`src/sct_pkg.sv`:
```
`timescale 1ns / 1ps
// ----------------------------------------------------------------------------
// sct_pkg: shared types and constants for the source code tokenizer
// Lexer mode codes, token type codes and the per-byte request bundle.
// ----------------------------------------------------------------------------
package sct_pkg;

    localparam logic [3:0] M_IDLE    = 4'd0;
    localparam logic [3:0] M_COMMENT = 4'd1;
    localparam logic [3:0] M_OP      = 4'd2;
    localparam logic [3:0] M_RCHECK  = 4'd3;
    localparam logic [3:0] M_IDENT   = 4'd4;
    localparam logic [3:0] M_NUMZ    = 4'd5;
    localparam logic [3:0] M_NUM     = 4'd6;
    localparam logic [3:0] M_STRP    = 4'd7;
    localparam logic [3:0] M_ESCP    = 4'd8;
    localparam logic [3:0] M_STRR    = 4'd9;
    localparam logic [3:0] M_ESCR    = 4'd10;

    localparam logic [8:0] T_EOF     = 9'd0;
    localparam logic [8:0] T_ERROR   = 9'd1;
    localparam logic [8:0] T_IDENT   = 9'd256;
    localparam logic [8:0] TK_STRING = 9'd277;
    localparam logic [8:0] TK_DOTDOT = 9'd278;
    localparam logic [8:0] TK_NUMBER = 9'd292;

    localparam int MAX_RES = 4;

    // One result slot as the front end decides it; positions are added later
    typedef struct packed {
        logic       kind;
        logic [7:0] text;
        logic [8:0] ttype;
        logic       use_cur;   // use current line and column+1 (EOF)
    } slot_t;

    // Two-char operator table
    function automatic logic [8:0] op_pair(input logic [7:0] a, input logic [7:0] b);
        logic [8:0] t;
        t = 9'd0;
        case (a)
            8'h2B: t = (b == 8'h2B) ? 9'd257 : (b == 8'h3D) ? 9'd259 : 9'd0;
            8'h2D: t = (b == 8'h2D) ? 9'd258 : (b == 8'h3D) ? 9'd260 :
                       (b == 8'h3E) ? 9'd268 : 9'd0;
            8'h2A: t = (b == 8'h2A) ? 9'd261 : (b == 8'h3D) ? 9'd262 : 9'd0;
            8'h2F: t = (b == 8'h3D) ? 9'd263 : 9'd0;
            8'h3D: t = (b == 8'h3D) ? 9'd264 : (b == 8'h3E) ? 9'd267 : 9'd0;
            8'h3E: t = (b == 8'h3D) ? 9'd265 : (b == 8'h3E) ? 9'd270 : 9'd0;
            8'h3C: t = (b == 8'h3D) ? 9'd266 : (b == 8'h3C) ? 9'd269 : 9'd0;
            8'h21: t = (b == 8'h3D) ? 9'd273 : (b == 8'h21) ? 9'd272 : 9'd0;
            8'h3A: t = (b == 8'h3D) ? 9'd275 : (b == 8'h3A) ? 9'd274 : 9'd0;
            8'h7C: t = (b == 8'h7C) ? 9'd280 : 9'd0;
            8'h26: t = (b == 8'h26) ? 9'd281 : 9'd0;
            8'h2E: t = (b == 8'h2E) ? TK_DOTDOT : 9'd0;
            default: t = 9'd0;
        endcase
        return t;
    endfunction

    function automatic logic is_digit(input logic [7:0] c);
        return c >= 8'h30 && c <= 8'h39;
    endfunction

    function automatic logic is_alpha(input logic [7:0] c);
        return (c >= 8'h61 && c <= 8'h7A) || (c >= 8'h41 && c <= 8'h5A);
    endfunction

    function automatic logic is_word(input logic [7:0] c);
        return is_alpha(c) || is_digit(c) || c == 8'h5F;
    endfunction

    function automatic logic is_space(input logic [7:0] c);
        return c == 8'h20 || (c >= 8'd9 && c <= 8'd13);
    endfunction

    // Keyword match on the first six characters and saturating length
    function automatic logic [8:0] ident_type(input logic [47:0] kb, input logic [2:0] len);
        logic [8:0] t;
        t = T_IDENT;
        if (len == 3'd2 && kb[15:0] == 16'h6669) t = 9'd282;           // if
        if (len == 3'd4 && kb[31:0] == 32'h66696C65) t = 9'd283;       // elif
        if (len == 3'd4 && kb[31:0] == 32'h65736C65) t = 9'd284;       // else
        if (len == 3'd3 && kb[23:0] == 24'h726F66) t = 9'd285;         // for
        if (len == 3'd6 && kb == 48'h6E7275746572) t = 9'd286;         // return
        if (len == 3'd2 && kb[15:0] == 16'h726F) t = 9'd287;           // or
        if (len == 3'd3 && kb[23:0] == 24'h646E61) t = 9'd288;         // and
        if (len == 3'd2 && kb[15:0] == 16'h7369) t = 9'd289;           // is
        if (len == 3'd2 && kb[15:0] == 16'h6E69) t = 9'd290;           // in
        return t;
    endfunction

endpackage

```
`src/sct_front.sv`:
```
`timescale 1ns / 1ps
// ----------------------------------------------------------------------------
// sct_front: lexer front end
// Accepts one byte per cycle when in_fire is high, advances the lexer state and
// produces up to three result slots with their token positions into the request queue.
// ----------------------------------------------------------------------------
module sct_front
    import sct_pkg::*;
#(
    parameter int PW = 16
)
(
    input  logic                  clk,
    input  logic                  rst_n,
    input  logic                  in_fire,
    input  logic [7:0]            char_in,
    input  logic                  end_of_input,
    output slot_t [MAX_RES-1:0]   slots,
    output logic  [2:0]           slot_cnt,
    output logic  [2:0]           slot_split,
    output logic  [PW-1:0]        s_line,
    output logic  [PW-1:0]        s_col,
    output logic  [PW-1:0]        c_line,
    output logic  [PW-1:0]        c_col
);

    localparam logic [PW-1:0] PMAX = '1;

    logic [3:0]    mode_reg, mode_next;
    logic [7:0]    pend_reg, pend_next;
    logic [7:0]    quote_reg, quote_next;
    logic [47:0]   kb_reg, kb_next;
    logic [2:0]    len_reg, len_next;
    logic [PW-1:0] line_reg, line_next, col_reg, col_next;
    logic [PW-1:0] sline_reg, sline_next, scol_reg, scol_next;

    // Lexer next-state and slot generation
    always_comb
    begin
        logic [7:0]  c;
        logic [8:0]  t;
        logic        restart;
        logic        ident_fin;
        logic [47:0] kb_tmp;
        logic [2:0]  len_tmp;
        c = char_in;
        t = 9'd0;
        restart = 1'b0;
        ident_fin = 1'b0;
        kb_tmp = kb_reg;
        len_tmp = len_reg;
        mode_next = mode_reg;
        pend_next = pend_reg;
        quote_next = quote_reg;
        kb_next = kb_reg;
        len_next = len_reg;
        line_next = line_reg;
        col_next = col_reg;
        sline_next = sline_reg;
        scol_next = scol_reg;
        slots = '0;
        slot_cnt = 3'd0;
        // first slot that takes the new start position; 7 means none
        slot_split = 3'd7;

        if (end_of_input) begin
            // flush pending token then EOF
            case (mode_reg)
                M_OP:
                begin
                    slots[0] = '{1'b1, 8'd0, {1'b0, pend_reg}, 1'b0};
                    slot_cnt = 3'd1;
                end
                M_RCHECK:
                begin
                    slots[0] = '{1'b0, pend_reg, 9'd0, 1'b0};
                    slots[1] = '{1'b1, 8'd0, ident_type({40'd0, pend_reg}, 3'd1), 1'b0};
                    slot_cnt = 3'd2;
                    kb_next = {40'd0, pend_reg};
                    len_next = 3'd1;
                end
                M_IDENT:
                begin
                    slots[0] = '{1'b1, 8'd0, ident_type(kb_reg, len_reg), 1'b0};
                    slot_cnt = 3'd1;
                end
                M_NUMZ, M_NUM:
                begin
                    slots[0] = '{1'b1, 8'd0, TK_NUMBER, 1'b0};
                    slot_cnt = 3'd1;
                end
                M_STRP, M_ESCP, M_STRR, M_ESCR:
                begin
                    slots[0] = '{1'b1, 8'd0, T_ERROR, 1'b0};
                    slot_cnt = 3'd1;
                end
                default: ;
            endcase
            slots[slot_cnt[1:0]] = '{1'b1, 8'd0, T_EOF, 1'b1};
            slot_cnt = slot_cnt + 3'd1;
            mode_next = M_IDLE;
        end else begin
            // counters
            if (c == 8'h0A) begin
                col_next = '0;
                if (line_reg != PMAX) line_next = line_reg + 1'b1;
            end else if (col_reg != PMAX) begin
                col_next = col_reg + 1'b1;
            end
            case (mode_reg)
                M_COMMENT:
                    if (c == 8'h0A) mode_next = M_IDLE;
                M_OP:
                begin
                    t = op_pair(pend_reg, c);
                    if (t != 9'd0) begin
                        slots[0] = '{1'b1, 8'd0, t, 1'b0};
                        slot_cnt = 3'd1;
                        mode_next = M_IDLE;
                    end else if (pend_reg == 8'h2E && is_digit(c)) begin
                        slots[0] = '{1'b0, 8'h2E, 9'd0, 1'b0};
                        slots[1] = '{1'b0, c, 9'd0, 1'b0};
                        slot_cnt = 3'd2;
                        mode_next = M_NUM;
                    end else begin
                        slots[0] = '{1'b1, 8'd0, {1'b0, pend_reg}, 1'b0};
                        slot_cnt = 3'd1;
                        restart = 1'b1;
                    end
                end
                M_RCHECK:
                    if (c == 8'h22 || c == 8'h27) begin
                        quote_next = c;
                        mode_next = M_STRR;
                    end else begin
                        slots[0] = '{1'b0, pend_reg, 9'd0, 1'b0};
                        slot_cnt = 3'd1;
                        kb_tmp = {40'd0, pend_reg};
                        len_tmp = 3'd1;
                        ident_fin = 1'b1;
                    end
                M_IDENT: ident_fin = 1'b1;
                M_NUMZ, M_NUM:
                begin
                    mode_next = M_NUM;
                    if (mode_reg == M_NUMZ && (c == 8'h78 || c == 8'h58 || c == 8'h6F ||
                        c == 8'h4F || c == 8'h62 || c == 8'h42)) begin
                        slots[0] = '{1'b0, c, 9'd0, 1'b0};
                        slot_cnt = 3'd1;
                    end else if (c == 8'h5F) begin
                        slot_cnt = 3'd0;
                    end else if (is_digit(c) || c == 8'h2E || c == 8'h65 || c == 8'h45) begin
                        slots[0] = '{1'b0, c, 9'd0, 1'b0};
                        slot_cnt = 3'd1;
                    end else if (c == 8'h66 || c == 8'h46 || c == 8'h67 || c == 8'h47) begin
                        slots[0] = '{1'b0, c, 9'd0, 1'b0};
                        slots[1] = '{1'b1, 8'd0, TK_NUMBER, 1'b0};
                        slot_cnt = 3'd2;
                        mode_next = M_IDLE;
                    end else begin
                        slots[0] = '{1'b1, 8'd0, TK_NUMBER, 1'b0};
                        slot_cnt = 3'd1;
                        restart = 1'b1;
                    end
                end
                M_STRP, M_STRR:
                    if (c == quote_reg) begin
                        slots[0] = '{1'b1, 8'd0, TK_STRING, 1'b0};
                        slot_cnt = 3'd1;
                        mode_next = M_IDLE;
                    end else if (c == 8'h5C) begin
                        mode_next = (mode_reg == M_STRP) ? M_ESCP : M_ESCR;
                        if (mode_reg == M_STRR) begin
                            slots[0] = '{1'b0, 8'h5C, 9'd0, 1'b0};
                            slot_cnt = 3'd1;
                        end
                    end else begin
                        slots[0] = '{1'b0, c, 9'd0, 1'b0};
                        slot_cnt = 3'd1;
                    end
                M_ESCP:
                begin
                    case (c)
                        8'h6E: slots[0] = '{1'b0, 8'h0A, 9'd0, 1'b0};
                        8'h74: slots[0] = '{1'b0, 8'h09, 9'd0, 1'b0};
                        8'h72: slots[0] = '{1'b0, 8'h0D, 9'd0, 1'b0};
                        8'h62: slots[0] = '{1'b0, 8'h08, 9'd0, 1'b0};
                        default: slots[0] = '{1'b0, c, 9'd0, 1'b0};
                    endcase
                    slot_cnt = 3'd1;
                    mode_next = M_STRP;
                end
                M_ESCR:
                begin
                    slots[0] = '{1'b0, c, 9'd0, 1'b0};
                    slot_cnt = 3'd1;
                    mode_next = M_STRR;
                end
                default: restart = 1'b1;
            endcase

            // identifier continuation
            if (ident_fin) begin
                if (is_word(c)) begin
                    slots[slot_cnt[1:0]] = '{1'b0, c, 9'd0, 1'b0};
                    slot_cnt = slot_cnt + 3'd1;
                    if (len_tmp < 3'd6) kb_tmp[8*len_tmp +: 8] = c;
                    if (len_tmp < 3'd7) len_tmp = len_tmp + 3'd1;
                    mode_next = M_IDENT;
                end else begin
                    slots[slot_cnt[1:0]] = '{1'b1, 8'd0, ident_type(kb_tmp, len_tmp), 1'b0};
                    slot_cnt = slot_cnt + 3'd1;
                    restart = 1'b1;
                end
                kb_next = kb_tmp;
                len_next = len_tmp;
            end

            // start of a new token from this byte
            if (restart) begin
                slot_split = slot_cnt;
                sline_next = line_reg;
                scol_next = col_reg;
                if (c == 8'h0A) begin
                    scol_next = '0;
                    if (line_reg != PMAX) sline_next = line_reg + 1'b1;
                end else if (col_reg != PMAX) begin
                    scol_next = col_reg + 1'b1;
                end
                mode_next = M_IDLE;
                if (is_space(c)) begin
                    mode_next = M_IDLE;
                end else if (c == 8'h23) begin
                    mode_next = M_COMMENT;
                end else if (op_pair(c, c) != 9'd0 || c == 8'h2F || c == 8'h3C ||
                             c == 8'h3E || c == 8'h3D) begin
                    pend_next = c;
                    mode_next = M_OP;
                end else if (c == 8'h3B || c == 8'h28 || c == 8'h29 || c == 8'h5B ||
                             c == 8'h5D || c == 8'h7B || c == 8'h7D || c == 8'h40 ||
                             c == 8'h5E || c == 8'h25 || c == 8'h3F || c == 8'h2C) begin
                    slots[slot_cnt[1:0]] = '{1'b1, 8'd0, {1'b0, c}, 1'b0};
                    slot_cnt = slot_cnt + 3'd1;
                end else if (c == 8'h22 || c == 8'h27) begin
                    quote_next = c;
                    mode_next = M_STRP;
                end else if (c == 8'h72 || c == 8'h52) begin
                    pend_next = c;
                    mode_next = M_RCHECK;
                end else if (is_digit(c)) begin
                    slots[slot_cnt[1:0]] = '{1'b0, c, 9'd0, 1'b0};
                    slot_cnt = slot_cnt + 3'd1;
                    mode_next = (c == 8'h30) ? M_NUMZ : M_NUM;
                end else if (is_alpha(c) || c == 8'h5F) begin
                    slots[slot_cnt[1:0]] = '{1'b0, c, 9'd0, 1'b0};
                    slot_cnt = slot_cnt + 3'd1;
                    kb_next = {40'd0, c};
                    len_next = 3'd1;
                    mode_next = M_IDENT;
                end else begin
                    slots[slot_cnt[1:0]] = '{1'b1, 8'd0, T_ERROR, 1'b0};
                    slot_cnt = slot_cnt + 3'd1;
                end
            end
        end
    end

    // Positions: slots before a restart use the old start; later ones the new
    assign s_line = sline_reg;
    assign s_col  = scol_reg;
    assign c_line = line_reg;
    assign c_col  = (col_reg != PMAX) ? col_reg + 1'b1 : col_reg;

    // State registers
    always_ff @(posedge clk or negedge rst_n)
    begin
        if (!rst_n) begin
            mode_reg  <= M_IDLE;
            pend_reg  <= '0;
            quote_reg <= '0;
            kb_reg    <= '0;
            len_reg   <= '0;
            line_reg  <= PW'(1);
            col_reg   <= '0;
            sline_reg <= PW'(1);
            scol_reg  <= '0;
        end else if (in_fire) begin
            mode_reg  <= mode_next;
            pend_reg  <= pend_next;
            quote_reg <= quote_next;
            kb_reg    <= kb_next;
            len_reg   <= len_next;
            line_reg  <= line_next;
            col_reg   <= col_next;
            sline_reg <= sline_next;
            scol_reg  <= scol_next;
        end
    end

endmodule

```
`src/sct_back.sv`:
```
`timescale 1ns / 1ps
// ----------------------------------------------------------------------------
// sct_back: result sequencer
// Holds a short queue of decoded byte requests and streams their result
// slots one per cycle, when the output is not stalled, into the output register.
// ----------------------------------------------------------------------------
module sct_back
    import sct_pkg::*;
#(
    parameter int PW = 16
)
(
    input  logic                  clk,
    input  logic                  rst_n,
    input  logic                  push,
    input  slot_t [MAX_RES-1:0]   p_slots,
    input  logic  [2:0]           p_cnt,
    input  logic  [PW-1:0]        p_old_line,
    input  logic  [PW-1:0]        p_old_col,
    input  logic  [PW-1:0]        p_new_line,
    input  logic  [PW-1:0]        p_new_col,
    input  logic  [PW-1:0]        p_cur_line,
    input  logic  [PW-1:0]        p_cur_col,
    input  logic  [2:0]           p_split,
    output logic                  full,
    output logic                  out_valid,
    input  logic                  out_stall,
    output logic                  item_kind,
    output logic  [7:0]           text_byte,
    output logic  [8:0]           token_type,
    output logic  [PW-1:0]        token_line,
    output logic  [PW-1:0]        token_column,
    output logic                  last_of_run
);

    typedef struct packed {
        slot_t [MAX_RES-1:0] s;
        logic  [2:0]         cnt;
        logic  [2:0]         split;
        logic  [PW-1:0]      ol, oc, nl, nc, cl, cc;
    } qent_t;

    qent_t      q_reg [2];
    logic [1:0] qv_reg, qv_next;
    logic       wp_reg, rp_reg;
    logic [1:0] idx_reg;
    logic       ov_reg;
    logic       ok_reg;
    logic [7:0] ob_reg;
    logic [8:0] ot_reg;
    logic [PW-1:0] ol_reg, oc_reg;
    logic       olast_reg;

    qent_t      h;
    slot_t      cs;
    logic       take;
    logic       hv;
    logic       last_slot;
    logic [PW-1:0] ln, cn;

    assign h         = q_reg[rp_reg];
    assign hv        = qv_reg[rp_reg];
    assign cs        = h.s[idx_reg];
    assign take      = hv && (!ov_reg || !out_stall);
    assign full      = qv_reg[wp_reg];
    assign last_slot = ({1'b0, idx_reg} + 3'd1 == h.cnt);

    // Position for the current slot
    always_comb
    begin
        if (cs.use_cur) begin
            ln = h.cl;
            cn = h.cc;
        end else if ({1'b0, idx_reg} >= h.split) begin
            ln = h.nl;
            cn = h.nc;
        end else begin
            ln = h.ol;
            cn = h.oc;
        end
    end

    // Queue occupancy
    always_comb
    begin
        qv_next = qv_reg;
        if (take && last_slot) qv_next[rp_reg] = 1'b0;
        if (push) qv_next[wp_reg] = 1'b1;
    end

    // Queue, slot index and output register
    always_ff @(posedge clk or negedge rst_n)
    begin
        if (!rst_n) begin
            qv_reg  <= '0;
            wp_reg  <= 1'b0;
            rp_reg  <= 1'b0;
            idx_reg <= '0;
            ov_reg  <= 1'b0;
        end else begin
            qv_reg <= qv_next;
            if (take) begin
                ov_reg <= 1'b1;
            end else if (!out_stall) begin
                ov_reg <= 1'b0;
            end
            if (take) begin
                if (last_slot) begin
                    idx_reg <= '0;
                    rp_reg <= ~rp_reg;
                end else begin
                    idx_reg <= idx_reg + 2'd1;
                end
            end
            if (push) begin
                wp_reg <= ~wp_reg;
            end
        end
    end

    always_ff @(posedge clk)
    begin
        if (push) begin
            q_reg[wp_reg] <= '{p_slots, p_cnt, p_split, p_old_line, p_old_col,
                               p_new_line, p_new_col, p_cur_line, p_cur_col};
        end
        if (take) begin
            ok_reg    <= cs.kind;
            ob_reg    <= cs.text;
            ot_reg    <= cs.ttype;
            ol_reg    <= ln;
            oc_reg    <= cn;
            olast_reg <= last_slot;
        end
    end

    assign out_valid    = ov_reg;
    assign item_kind    = ok_reg;
    assign text_byte    = ob_reg;
    assign token_type   = ot_reg;
    assign token_line   = ol_reg;
    assign token_column = oc_reg;
    assign last_of_run  = olast_reg;

    // A queued entry always carries at least one slot
    a_cnt_nonzero: assert property (@(posedge clk) disable iff (!rst_n)
        hv |-> h.cnt != 3'd0) else $error("queued entry with no results");
    // Output payload holds while stalled
    a_hold: assert property (@(posedge clk) disable iff (!rst_n)
        ov_reg && out_stall |=> ov_reg && $stable(ot_reg))
        else $error("output changed under stall");
    // Never push into a full queue
    a_no_overflow: assert property (@(posedge clk) disable iff (!rst_n)
        push |-> !full) else $error("queue overflow");

endmodule

```
`src/source_code_tokenizer.sv`:
```
`timescale 1ns / 1ps
// ----------------------------------------------------------------------------
// source_code_tokenizer: streaming lexer top level
// Each byte's results pass from the two-entry request queue into the output
// register. Throughput: one byte per cycle while in_stall is low; a byte
// holds the head of the request queue until its last result is taken, and
// its results leave in turn. Bytes with no results are never queued.
// Reset: asynchronous, active low; mode idle, line 1, column 0, queue empty.
// ----------------------------------------------------------------------------
module source_code_tokenizer
    import sct_pkg::*;
#(
    parameter int POSITION_WIDTH = 16
)
(
    input  logic                      clk,
    input  logic                      rst_n,
    input  logic                      in_valid,
    output logic                      in_stall,
    input  logic [7:0]                char_in,
    input  logic                      end_of_input,
    output logic                      out_valid,
    input  logic                      out_stall,
    output logic                      item_kind,
    output logic [7:0]                text_byte,
    output logic [8:0]                token_type,
    output logic [POSITION_WIDTH-1:0] token_line,
    output logic [POSITION_WIDTH-1:0] token_column,
    output logic                      last_of_run
);

    slot_t [MAX_RES-1:0]       slots;
    logic  [2:0]               cnt;
    logic  [POSITION_WIDTH-1:0] sl, sc, cl, cc, nl, nc;
    logic  [2:0]               split;
    logic                      full, fire;

    assign in_stall = full;
    assign fire     = in_valid && !full;

    sct_front #(.PW(POSITION_WIDTH)) u_front (
        .clk, .rst_n, .in_fire(fire), .char_in, .end_of_input,
        .slots, .slot_cnt(cnt), .slot_split(split),
        .s_line(sl), .s_col(sc), .c_line(cl), .c_col(cc)
    );

    // New start position (after this byte's counter update)
    always_comb
    begin
        logic [POSITION_WIDTH-1:0] pmax;
        pmax = '1;
        nl = cl;
        nc = cl;
        if (char_in == 8'h0A) begin
            nc = '0;
            nl = (cl != pmax) ? cl + 1'b1 : cl;
        end else begin
            nl = cl;
            nc = cc;   // cc already holds column+1 saturated
        end
    end

    sct_back #(.PW(POSITION_WIDTH)) u_back (
        .clk, .rst_n, .push(fire && cnt != 3'd0), .p_slots(slots), .p_cnt(cnt),
        .p_old_line(sl), .p_old_col(sc), .p_new_line(nl), .p_new_col(nc),
        .p_cur_line(cl), .p_cur_col(cc), .p_split(split), .full,
        .out_valid, .out_stall, .item_kind, .text_byte, .token_type,
        .token_line, .token_column, .last_of_run
    );

endmodule
```
`config.mk`:
```
export PLATFORM = sky130hd
export DESIGN_NAME = source_code_tokenizer
export DESIGN_NICKNAME = d
export VERILOG_FILES = /design/src/sct_pkg.sv /design/src/sct_front.sv /design/src/sct_back.sv /design/src/source_code_tokenizer.sv
export SDC_FILE = /design/constraint.sdc
export NUM_CORES = 1
export LEC_CHECK = 0
export BUFFER_PORTS_ARGS = -buffer_cell sky130_fd_sc_hd__buf_4
export CORE_MARGIN = 2
export CORE_UTILIZATION = 50
export CTS_CLUSTER_DIAMETER = 80
export DETAILED_ROUTE_END_ITERATION = 16
export PLACE_DENSITY = 0.76
export SYNTH_ARGS = -nofsm -noshare
export SYNTH_HDL_FRONTEND = slang
export SYNTH_SLANG_ARGS = --single-unit
```
`constraint.sdc`:
```
create_clock -name clk -period 28.3 [get_ports clk]
set_clock_uncertainty 0.2 [all_clocks]
set_input_delay 2.83 -clock clk [delete_from_list [all_inputs] [get_ports clk]]
set_output_delay 2.83 -clock clk [all_outputs]
set_load 0.1 [all_outputs]
```
==> metrics.txt <==
VDD IR max 0.0564 mV; # IOs 66; period utilization 30.4%; synth top area cells edfxtp_1, dfrtp_1, mux4_2; async set-reset flop share out of synthesis 25.9%; Synth warnings 0; end of the critical path u_back.q_reg[1][135]$_DFFE_PP_; DRT antenna net count 0; Critical R2R Launch u_front.pend_reg[5]$_DFFE_PN0P_; Fin Setup TNS 0 ns; CTS HTree Levels 2; # nets final 2101; EDFF count, synth 407; grt total ovfl 0; global-route wire length before repair 106 mm; vias in the first global route 17700; Die H 233 microns; drt initial violations 2273; Setup CP Type in2reg; final WL 69.4 mm; chip width 233 microns; top cell type's share of synthesized area 46.6%; power per cell area 103 nW/um^2; r2r setup slk 21.32 ns; Syn Inst Count 2024; Longest Clk Path Bufs 3; minimum clock period after layout 8.59 ns; clock sink total 549; crit path from char_in[4]; die footprint 54300 sq um; Multi-input gate area 9930 sq um; register bit total from synthesis 549; GPL Wtd Cong 1.00; Hold Fails Final Rpt 0; maximum clock rate 0.116 GHz; Worst EP required 28.32 ns; design area 29200 sq um; CTS root buffer clkbuf_16; IO buf count 65; Fill cells 4092; Reg-to-Reg End u_back.q_reg[1][135]$_DFFE_PP_; max-slew violation count 0; Slew HR 15.4%; Floorplan Core Area 51600 sq um; Setup Buffers After CTS 0; All-Layer GR Usage 25.7%; initial antenna violation count 0; outcome complete, no violations; CTS Buf Count 54; ys flop type edfxtp_1; HP Class reg2reg; drt drc 0; diode count 0; final core utilization 56.5%; sequential share of the synthesized area 60.2%; drt via density 6.41; layout cells sized above 1 17.1%; routed vias 17800; area leader, netlist edfxtp_1; Detailed Routing Iterations Pass 1 6; Avg Cell Area, Syn 13.0 sq um; Synth cell types 98; # setup viols final 0; Worst-Skew Late Latency 0.62 ns; Worst Tran Pin Value 1.25 ns; Reg2Reg Depth 15; Leakage 10.5 nW; Crit Path Max Fanout 83; RSZ-0062 raised after global routing false; num rows 83; Area growth, synth to finish 11.2%; crit end category flip-flop; max FFs per register 356; TritonCTS clock tree yes; drt wl/cell 24.9 microns; synthesized area 26200 sq um; # resized after CTS 0; Max Cap Violations 0; Arrival @ worst endpoint 8.61 ns; CTS hold repair buffers 0; register area 15800 sq um; Starting Density 50.8%; clock-pin slew on the worst setup and hold paths 0.06 ns; Area after DPL 27400 sq um; Worst setup SP type primary input; largest net degree at the start of global routing 84; hpwl dp 45.8 mm
stage by stage:
stage	hold slack [ns]	total power [mW]	setup slack (ns)	instances
after floorplan	0.238	2.04	13.64	2035
after detailed placement	0.252	2.33	19.17	2686
after CTS	0.256	3.03	19.78	2785
after global placement	0.245	2.31	19.32	2686
final	0.248	3.02	19.71	2785
after global routing	0.274	3.14	19.39	2785
cell type report:
| class | count | share of cell area, % |
|---|---|---|
| repair buffers | 94 | 2.43 |
| flip-flops and latches | 549 | 54.1 |
| clock buffers | 73 | 5.06 |
| multi-input cells | 1327 | 34.1 |
| clock inverters | 26 | 0.914 |
| well taps | 680 | 2.92 |
| inverters | 36 | 0.464 |
layout by cell type, fill, tap and decap left out, drive strengths merged, types with 29 or more instances in the layout:
master,n
edfxtp,407
nand2,202
dfrtp,140
nor2,105
o21ai,103
buf,94
a21oi,77
clkbuf,73
mux4,70
mux2,68
nand3,51
and2,46
mux2i,44
a22o,39
inv,33
nor3,29
nor4,29
power breakdown:
part           switching, mW  internal [mW]
clock network          0.300          0.394
registers             0.0852           1.09
logic                  0.806          0.341
total                   1.19           1.82
synth_stat cells, drive strengths merged (9+ instances only):
cell type and number:
a211oi 17, a21oi 77, a221o 12, a221oi 9, a22o 39, a31oi 28
and2 46, and3 23, buf 39, clkbuf 84, dfrtp 140, edfxtp 407
ha 26, inv 33, mux2 68, mux2i 44, mux4 70, nand2 202
nand2b 22, nand3 51, nand4 25, nand4b 11, nor2 105, nor2b 20
nor3 29, nor3b 10, nor4 29, o211ai 11, o21a 9, o21ai 103
o22ai 15, o31ai 9, or2 10, or3 9, xnor2 28, xor2 23
kinds of logic after synthesis:
family                     Yosys count  share of synthesized area [%]
and+or+nand+nor                    649                           13.1
DFF                                549                           60.2
AOI/OAI and AO/OA                  406                           10.7
muxes                              182                           10.6
buffers and inverters              159                           2.39
xor gates and xnor gates            51                           1.70
adders and majority gates           27                           1.28
other                                1                         0.0143
how the worst min path moves through the flow:
stage	from	endpoint	slack [ns]	cells past startpoint
finish	u_front.s_line[8]$_DFFE_PN0P_	u_back.q_reg[1][88]$_DFFE_PP_	0.25	0
global placement	u_front.s_line[11]$_DFFE_PN0P_	u_back.q_reg[1][91]$_DFFE_PP_	0.25	0
floorplan	u_front.s_col[0]$_DFFE_PN0P_	u_back.q_reg[0][64]$_DFFE_PP_	0.24	0
detailed placement	u_front.s_line[12]$_DFFE_PN0P_	u_back.q_reg[1][92]$_DFFE_PP_	0.25	0
CTS	u_front.s_line[8]$_DFFE_PN0P_	u_back.q_reg[1][88]$_DFFE_PP_	0.26	0
global route	u_front.s_line[8]$_DFFE_PN0P_	u_back.q_reg[1][88]$_DFFE_PP_	0.27	0
layer usage:
metal | global-route usage, % | vias up | routed length, microns
met2 | 41.0 | 807 | 33000
li1 | - | 7878 | -
met3 | 3.97 | 179 | 5060
met1 | 35.2 | 8982 | 28400
met5 | 0 | - | 0
met4 | 11.2 | 0 | 2990
critical path, stage by stage:
cell and delay [ns]:
buf_4 0.45, nand4bb_1 0.29, or4b_1 0.69, nand2_1 0.23, nand4_1 0.23, nor2_1 0.25
ha_1 0.27, nand2_1 0.05, o21ai_0 0.19, inv_1 0.16, ha_1 0.20, nand2_1 0.13
or4b_2 0.65, a31oi_2 0.34, o311a_4 0.63, buf_4 0.92
No activity file was read; power rests on OpenSTA's default activity.
